$ cat src/design/lkec_pkg.sv
// ----------------------------------------------------------------------------
// LRU keyed entry cache package
// Shared types and constants for the keyed cache and its memories.
// ----------------------------------------------------------------------------
`default_nettype none
package lkec_pkg;
  localparam int unsigned Entries   = 16;
  localparam int unsigned KeyBits   = 32;
  localparam int unsigned DataBits  = 32;
  localparam int unsigned IdxBits   = $clog2(Entries);
  localparam int unsigned CountBits = $clog2(Entries + 1);
  localparam int unsigned CapBits   = 5;

  typedef enum logic [1:0] {
    CMD_LOOKUP = 2'd0,
    CMD_STORE  = 2'd1,
    CMD_INVAL  = 2'd2,
    CMD_CLEAR  = 2'd3
  } cmd_e;

  typedef enum logic [2:0] {
    ST_IDLE,
    ST_SCAN,
    ST_DONE,
    ST_OUT
  } state_e;

  typedef struct packed {
    logic [1:0]          cmd;
    logic [KeyBits-1:0]  key;
    logic [DataBits-1:0] data_in;
  } req_t;

  typedef struct packed {
    logic                 hit;
    logic [DataBits-1:0]  data_out;
    logic                 evicted;
    logic [KeyBits-1:0]   evicted_key;
    logic [CountBits-1:0] entry_count;
  } rsp_t;
endpackage
`default_nettype wire

$ cat src/design/lkec_ram.sv
// ----------------------------------------------------------------------------
// Generic RAM
// Single write port, single read port, registered read data.
// ----------------------------------------------------------------------------
`default_nettype none
module lkec_ram #(
  parameter int unsigned Width = 32,
  parameter int unsigned Depth = 16
) (
  input  wire logic                     clk_i,
  input  wire logic                     we_i,
  input  wire logic [$clog2(Depth)-1:0] waddr_i,
  input  wire logic [Width-1:0]         wdata_i,
  input  wire logic [$clog2(Depth)-1:0] raddr_i,
  output logic      [Width-1:0]         rdata_o
);
  logic [Width-1:0] mem_q [Depth];

  always_ff @(posedge clk_i) begin
    if (we_i) begin
      mem_q[waddr_i] <= wdata_i;
    end
    rdata_o <= mem_q[raddr_i];
  end
endmodule
`default_nettype wire

$ cat src/design/lru_keyed_entry_cache_unit.sv
// ----------------------------------------------------------------------------
// LRU keyed entry cache unit
// Fully associative key-to-data cache with least-recently-used replacement.
// ----------------------------------------------------------------------------
//  channel | direction | signals
//  req     | in        | req_valid_i, req_ready_o, req_i
//  rsp     | out       | rsp_valid_o, rsp_ready_i, rsp_o
//  cfg     | in        | cfg_we_i, cfg_data_i
// A command passes a scan, a done step and an update step: the scan reads one
// tag a cycle from the tag memory and compares it in the next cycle; the done
// step ends the last compare and reads data; the update step updates ranks.
// Valid bits and ranks sit in flip-flops and are cleared by reset at once.
// A new command is taken while the previous result still waits in rsp_o; the
// update cycle stalls until that result has been transferred.
// ----------------------------------------------------------------------------
`default_nettype none
module lru_keyed_entry_cache_unit (
  input  wire logic                        clk_i,
  input  wire logic                        rst_ni,
  input  wire logic                        req_valid_i,
  output logic                             req_ready_o,
  input  wire lkec_pkg::req_t              req_i,
  output logic                             rsp_valid_o,
  input  wire logic                        rsp_ready_i,
  output lkec_pkg::rsp_t                   rsp_o,
  input  wire logic                        cfg_we_i,
  input  wire logic [lkec_pkg::CapBits-1:0] cfg_data_i
);
  import lkec_pkg::*;

  state_e state_q, state_d;
  req_t req_q, req_d;
  logic [CapBits-1:0] cap_q;
  logic [Entries-1:0] valid_q, valid_d;
  logic [IdxBits-1:0] rank_q [Entries];
  logic [IdxBits-1:0] rank_d [Entries];
  logic [CountBits-1:0] occ_q, occ_d;
  logic [IdxBits:0] scan_q, scan_d;
  logic sv_q, sv_d;
  logic [IdxBits-1:0] sidx_q, sidx_d;
  logic found_q, found_d;
  logic [IdxBits-1:0] fidx_q, fidx_d;
  logic [IdxBits-1:0] oidx_q, oidx_d;
  logic ofound_q, ofound_d;
  logic [IdxBits-1:0] freeidx_q, freeidx_d;
  logic freefound_q, freefound_d;
  logic [KeyBits-1:0] okey_q, okey_d;
  logic rsp_valid_q, rsp_valid_d;
  rsp_t rsp_q, rsp_d;

  logic tag_we, data_we;
  logic [IdxBits-1:0] tag_wa, data_wa, tag_ra, data_ra;
  logic [KeyBits-1:0] tag_rd;
  logic [DataBits-1:0] data_rd;
  logic [CountBits-1:0] cap_eff;

  lkec_ram #(.Width(KeyBits), .Depth(Entries)) u_tag (
    .clk_i, .we_i(tag_we), .waddr_i(tag_wa), .wdata_i(req_q.key),
    .raddr_i(tag_ra), .rdata_o(tag_rd)
  );
  lkec_ram #(.Width(DataBits), .Depth(Entries)) u_data (
    .clk_i, .we_i(data_we), .waddr_i(data_wa), .wdata_i(req_q.data_in),
    .raddr_i(data_ra), .rdata_o(data_rd)
  );

  always_comb begin
    if (cap_q == '0) begin
      cap_eff = CountBits'(1);
    end else if (32'(cap_q) > Entries) begin
      cap_eff = CountBits'(Entries);
    end else begin
      cap_eff = CountBits'(cap_q);
    end
  end

  assign req_ready_o = (state_q == ST_IDLE);
  assign rsp_valid_o = rsp_valid_q;
  assign rsp_o       = rsp_q;

  always_ff @(posedge clk_i or negedge rst_ni) begin
    if (!rst_ni) begin
      state_q     <= ST_IDLE;
      cap_q       <= CapBits'(16);
      valid_q     <= '0;
      occ_q       <= '0;
      rsp_valid_q <= 1'b0;
      sv_q        <= 1'b0;
      for (int i = 0; i < Entries; i++) begin
        rank_q[i] <= '0;
      end
    end else begin
      state_q     <= state_d;
      valid_q     <= valid_d;
      occ_q       <= occ_d;
      rsp_valid_q <= rsp_valid_d;
      sv_q        <= sv_d;
      rank_q      <= rank_d;
      if (cfg_we_i) begin
        cap_q <= cfg_data_i;
      end
    end
  end

  always_ff @(posedge clk_i) begin
    req_q       <= req_d;
    scan_q      <= scan_d;
    sidx_q      <= sidx_d;
    found_q     <= found_d;
    fidx_q      <= fidx_d;
    oidx_q      <= oidx_d;
    ofound_q    <= ofound_d;
    freeidx_q   <= freeidx_d;
    freefound_q <= freefound_d;
    okey_q      <= okey_d;
    rsp_q       <= rsp_d;
  end

  always_comb begin
    logic [IdxBits-1:0] r;
    logic do_ins;
    logic [IdxBits-1:0] slot;
    state_d = state_q;
    req_d = req_q;
    valid_d = valid_q;
    rank_d = rank_q;
    occ_d = occ_q;
    scan_d = scan_q;
    sv_d = 1'b0;
    sidx_d = sidx_q;
    found_d = found_q;
    fidx_d = fidx_q;
    oidx_d = oidx_q;
    ofound_d = ofound_q;
    freeidx_d = freeidx_q;
    freefound_d = freefound_q;
    okey_d = okey_q;
    rsp_d = rsp_q;
    rsp_valid_d = rsp_valid_q && !rsp_ready_i;
    tag_we = 1'b0;
    data_we = 1'b0;
    tag_wa = '0;
    data_wa = '0;
    tag_ra = scan_q[IdxBits-1:0];
    data_ra = fidx_q;
    r = '0;
    do_ins = 1'b0;
    slot = '0;

    // Tag compare and oldest-rank check of the entry read in the previous cycle.
    if (sv_q && valid_q[sidx_q]) begin
      if (tag_rd == req_q.key && !found_d) begin
        found_d = 1'b1;
        fidx_d = sidx_q;
      end
      if (rank_q[sidx_q] == IdxBits'(occ_q - CountBits'(1))) begin
        ofound_d = 1'b1;
        oidx_d = sidx_q;
        okey_d = tag_rd;
      end
    end

    unique case (state_q)
      ST_IDLE: begin
        if (req_valid_i && req_ready_o) begin
          req_d = req_i;
          scan_d = '0;
          found_d = 1'b0;
          ofound_d = 1'b0;
          freefound_d = 1'b0;
          for (int i = Entries - 1; i >= 0; i--) begin
            if (!valid_q[i]) begin
              freefound_d = 1'b1;
              freeidx_d = IdxBits'(i);
            end
          end
          state_d = ST_SCAN;
        end
      end
      ST_SCAN: begin
        sv_d = 1'b1;
        sidx_d = scan_q[IdxBits-1:0];
        scan_d = scan_q + 1'b1;
        if (scan_q == (IdxBits+1)'(Entries - 1)) begin
          state_d = ST_DONE;
        end
      end
      ST_DONE: begin
        data_ra = fidx_d;
        state_d = ST_OUT;
      end
      ST_OUT: begin
        if (!rsp_valid_q || rsp_ready_i) begin
          rsp_d = '0;
          rsp_d.hit = found_q && (req_q.cmd != CMD_CLEAR);
          if (req_q.cmd == CMD_CLEAR) begin
            valid_d = '0;
            for (int i = 0; i < Entries; i++) rank_d[i] = '0;
            occ_d = '0;
          end else if (found_q) begin
            r = rank_q[fidx_q];
            if (req_q.cmd == CMD_INVAL) begin
              valid_d[fidx_q] = 1'b0;
              for (int i = 0; i < Entries; i++) begin
                if (valid_q[i] && rank_q[i] > r) rank_d[i] = rank_q[i] - 1'b1;
              end
              occ_d = occ_q - 1'b1;
            end else begin
              if (req_q.cmd == CMD_LOOKUP) begin
                rsp_d.data_out = data_rd;
              end else begin
                data_we = 1'b1;
                data_wa = fidx_q;
              end
              for (int i = 0; i < Entries; i++) begin
                if (valid_q[i] && rank_q[i] < r) rank_d[i] = rank_q[i] + 1'b1;
              end
              rank_d[fidx_q] = '0;
            end
          end else if (req_q.cmd == CMD_STORE) begin
            do_ins = 1'b1;
            slot = freeidx_q;
            occ_d = occ_q;
            if (occ_q >= cap_eff && ofound_q) begin
              rsp_d.evicted = 1'b1;
              rsp_d.evicted_key = okey_q;
              slot = oidx_q;
              occ_d = occ_q - 1'b1;
            end else if (!freefound_q) begin
              do_ins = 1'b0;
            end
            if (do_ins) begin
              for (int i = 0; i < Entries; i++) begin
                if (valid_q[i] && IdxBits'(i) != slot) rank_d[i] = rank_q[i] + 1'b1;
              end
              rank_d[slot] = '0;
              valid_d[slot] = 1'b1;
              tag_we = 1'b1;
              tag_wa = slot;
              data_we = 1'b1;
              data_wa = slot;
              occ_d = occ_d + 1'b1;
            end
          end
          rsp_d.entry_count = occ_d;
          rsp_valid_d = 1'b1;
          state_d = ST_IDLE;
        end
      end
      default: state_d = ST_IDLE;
    endcase
  end

  assert property (@(posedge clk_i) disable iff (!rst_ni)
    occ_q == CountBits'($countones(valid_q)))
    else $error("occupancy differs from valid count");
  assert property (@(posedge clk_i) disable iff (!rst_ni)
    state_q != ST_IDLE |-> !req_ready_o)
    else $error("ready while busy");
  assert property (@(posedge clk_i) disable iff (!rst_ni)
    state_q == ST_OUT |=> rsp_valid_q)
    else $error("result not posted");
endmodule
`default_nettype wire

$ cat config.mk
export PLATFORM = sky130hd
export DESIGN_NAME = lru_keyed_entry_cache_unit
export DESIGN_NICKNAME = d
export VERILOG_FILES = /design/src/design/lkec_pkg.sv /design/src/design/lkec_ram.sv /design/src/design/lru_keyed_entry_cache_unit.sv
export SDC_FILE = /design/constraint.sdc
export NUM_CORES = 2
export LEC_CHECK = 0
export BUFFER_PORTS_ARGS = -buffer_cell sky130_fd_sc_hd__buf_2
export CAP_MARGIN = 30
export CORE_MARGIN = 4
export CORE_UTILIZATION = 65
export DETAILED_ROUTE_END_ITERATION = 16
export GPL_TIMING_DRIVEN = 0
export PLACE_DENSITY = 0.87
export REMOVE_ABC_BUFFERS = 1
export SKIP_LAST_GASP = 1
export SYNTH_ARGS = -nofsm -noshare
export SYNTH_HDL_FRONTEND = slang
export SYNTH_SLANG_ARGS = --single-unit
$ cat constraint.sdc
create_clock -name clk_i -period 12.4 [get_ports clk_i]
set_input_delay 1.86 -clock clk_i [delete_from_list [all_inputs] [get_ports clk_i]]
set_output_delay 1.86 -clock clk_i [all_outputs]
set_load 0.01 [all_outputs]
==> flow_summary.yaml <==
floorplan:
  core_area_sq_um: 88600
  die_h_microns: 307
  die_w_microns: 307
  die-area_sq_um: 94400
  std_cell_rows: 109
  io_pins: 149
  start_util_pct: 65.7
synthesis:
  synthTopCellsByArea: "edfxtp_1, mux4_2, mux2i_1"
  yosys_warnings: 0
  synth_top_area_cell: "edfxtp_1"
  netlist_area_sq_um: 58200
  synth_ff_type: "edfxtp_1"
  ys_types: 75
  synth-async-reset-ratio_pct: 6.84
  yosys.area_share.adder_pct: 2.34
  synth_edf_count: 1211
  synth_cells: 3592
  synth-seq-cells: 1375
  syn_avg_cell_area_sq_um: 16.2
  synth_top_area_share_pct: 62.5
  yosys-mux-area-fraction_pct: 12.9
  synth_top_family_by_area: "multiplexers"
  synth_xor_area_share_pct: 1.13
  ys_seq_area_share_pct: 68.9
  synth_compound_area_share_pct: 7.13
  synth-simple-area-share_pct: 5.48
clock_network:
  cts_tree: "built"
  clockRootBuffer: "clkbuf_16"
  cts_hold_buf: 0
  clkLatencyLatePin_ns: 0.76
  post_cts_resize_count: 0
  cts_buffer_depth: 3
  clk_pin_slew_ns: 0.07
  clock_sinks: 1375
  post_cts.repair.setup_buffers: 0
  cts_buffers: 134
  cts.htree.levels: 4
timing:
  hold_viol_final: 0
  whs_ns: 0.464
  timing.final.crit_share_pct: 48.0
  slew_headroom_pct: 23.5
  skew_ns: 0.0424
  fmax_ghz: 0.168
  rsz0062_at_grt: "false"
  maxSlewViolCount: 0
  worstMarginPinSlew_ns: 1.15
  setup_violations: 0
  final.min_clock_period_ns: 5.95
power:
  clkPwrFrac_pct: 30.9
  ir_drop_mv: 0.186
  p_seq_share_pct: 45.1
  sw_frac_of_total_pct: 30.8
  comb_power_share_pct: 24.1
  p_sw_mw: 4.20
  power.internal_mw: 9.47
  p_leak_nw: 24.4
  powerDensity_nw_per_um2: 204
detailed_routing:
  wirelength_microns: 176000
  wl_per_cell_microns: 34.6
  drt_pass1_iterations: 8
  ant_nets: 0
  drt_iter0_drc: 6990
  vias: 38200
  drc: 0
  vias_per_cell: 7.51
cells_and_area:
  drive_above_1_share_pct: 18.9
  syn2layout_area_growth_pct: 14.9
  finish.utilization_pct: 75.5
  design_area_sq_um: 66900
  nNetsFinal: 3989
worst_setup_path:
  critical_path.cell_chain: "xor2_1 -> nor4_1 -> nand4_1 -> a2111o_1 -> mux2i_4 -> buf_12 -> buf_16 -> buf_16 -> buf_16 -> buf_16 -> buf_16 -> buf_16 -> mux2i_1 -> o22ai_1 -> or4_1"
  critPathRequiredTime_ns: 13.02
  worstPathArrival_ns: 6.57
  slowest_delay_ns: 0.84
  path_class: "flop to flop"
  setup.worst_path.end_class: "flop"
  r2r_start: "req_q[57]"
  crit_path_frequent_cell: "buf_16"
  r2r_slack_ns: 6.45
  cp_slowest_cell: "nor4_1"
  crit_buf_inv: 7
  critPathLaunchType: "flop"
  cpLargestDelayFamily: "simple AND/OR/NAND/NOR gates"
  reg2reg_depth: 15
  crit_fanout: 19
  cp-startpoint: "req_q[57]"
  r2r-end: "u_data.rdata_o[28]"
global_route:
  grt_usage_pct: 37.3
  grt_overflow: 0
  grt_pass1_wl_microns: 256000
  grt_max_degree: 83
  grt_pass1_vias: 37800
  antenna_found_initial: 4
min_path:
  min_to: "okey_q[28]"
  hold_depth: 0
  holdCritPathClass: "flop to flop"
  hold_start: "u_tag.rdata_o[28]"
place:
  port_buffers: 148
  gp_congestion: 0.982
  post_dp_cell_area_sq_um: 62400
  hpwlAfterDp_microns: 96100
flow_run:
  maxCapViolCount: 0
status:
  outcome: "finished clean"
==> layout by cell type, fill, tap and decap left out, drive strengths merged, types with 24 or more instances in the layout <==
cell type	Yosys	routed
clkbuf	112	188
dfrtp	93	93
and3	53	53
and2	47	47
buf	72	260
xnor2	36	36
dfxtp	70	70
nand4	30	30
nor2	135	135
o21a	33	33
mux2i	277	277
mux4	202	202
a31oi	32	32
o31ai	24	24
o21ai	87	87
clkinv	3	44
edfxtp	1211	1211
nor2b	31	31
nand3	47	47
inv	95	100
o22ai	161	161
xor2	39	39
ha	109	109
or4	37	37
a21oi	102	102
nor3	53	53
nand2	141	141
o211ai	24	24
==> metal layers <==
layer	GRT usage, %	wire (microns)	vias up	part of all wire, %
met5	0	34	-	0.019
met4	21.5	12300	4	7.0
met3	10.1	23600	897	13
met2	58.2	82400	3888	47
met1	48.2	57700	18600	33
li1	-	-	14800	-
==> kinds of logic (layout without fill, tap and decap cells) <==
group           after synthesis  in the layout
mux                         497            497
compound gates              624            624
flops                      1375           1375
fa+ha+maj                   109            109
buf+inv                     282            606
xor+xnor                     75             75
other cells                   0              1
simple gates                630            630
==> worst max path at each step <==
stage	cells after the start	slack, ns	end
6_report	15	6.45	u_data.rdata_o[28]
3_5_place_dp	9	6.53	u_tag.mem_q[3][28]
3_3_place_gp	7	-17.37	u_data.rdata_o[21]
4_1_cts	15	6.58	u_data.rdata_o[28]
5_1_grt	15	6.32	u_data.rdata_o[27]
2_1_floorplan	7	-10.18	u_data.rdata_o[0]
==> Yosys cell counts, types with 12 or more instances <==
cell / number
edfxtp_1: 1211
mux2i_1: 277
mux4_2: 202
o22ai_1: 161
nand2_1: 141
nor2_1: 135
clkbuf_1: 111
ha_1: 109
a21oi_1: 102
inv_1: 95
dfrtp_1: 93
o21ai_0: 84
dfxtp_1: 70
and3_1: 53
nor3_1: 53
nand3_1: 47
and2_1: 46
xor2_1: 39
or4_1: 37
xnor2_1: 36
o21a_1: 33
a31oi_1: 32
nor2b_1: 31
nand4_1: 30
buf_2: 28
buf_1: 24
o211ai_1: 24
o31ai_1: 24
nor4_1: 21
a211oi_1: 19
nand2b_1: 19
mux2_2: 17
a21o_1: 14
o22a_1: 12
==> state kept, by name, indices dropped and copies added (netlist names), 2 cells and up <==
| signal | flops |
|---|---|
| fidx_q | 4 |
| freeidx_q | 4 |
| state_q | 2 |
| oidx_q | 4 |
| rank_q | 64 |
| valid_q | 16 |
| cap_q | 5 |
| scan_q | 5 |
| occ_q | 5 |
| sidx_q | 4 |
| u_data.mem_q | 512 |
| u_data.rdata_o | 32 |
| okey_q | 32 |
| rsp_o | 71 |
| req_q | 66 |
| u_tag.mem_q | 512 |
| u_tag.rdata_o | 32 |
==> area by class of cell <==
type                    instances  area [sq um]
fillers                      4489         21700
repair buffers                260          3260
clock inverters                60           616
clock buffers                 188          3850
diodes                          1          2.50
multi-input cells            1935         17200
flip-flops and latches       1375         40100
well taps                    1165          1460
inverters                      98           375
==> through the flow <==
stage	setup TNS [ns]	total power, mW	setup slack (ns)	cells
detailed placement	0	9.30	6.53	4830
global route	0	14.1	6.32	5082
finish	0	13.7	6.45	5082
floorplan	-325.87	8.15	-10.18	3408
CTS	0	13.6	6.58	5078
global placement	-540.87	9.06	-17.37	4721
==> power groups by stage <==
stage / registers [mW] / logic [mW] / clock network [mW]
CTS: 6.12 / 3.23 / 4.21
global route: 6.18 / 3.49 / 4.43
floorplan: 6.19 / 1.96 / 0
global placement: 6.45 / 2.60 / 0
finish: 6.16 / 3.29 / 4.22
detailed placement: 6.19 / 3.11 / 0
No activity file was read; power rests on OpenSTA's default activity.
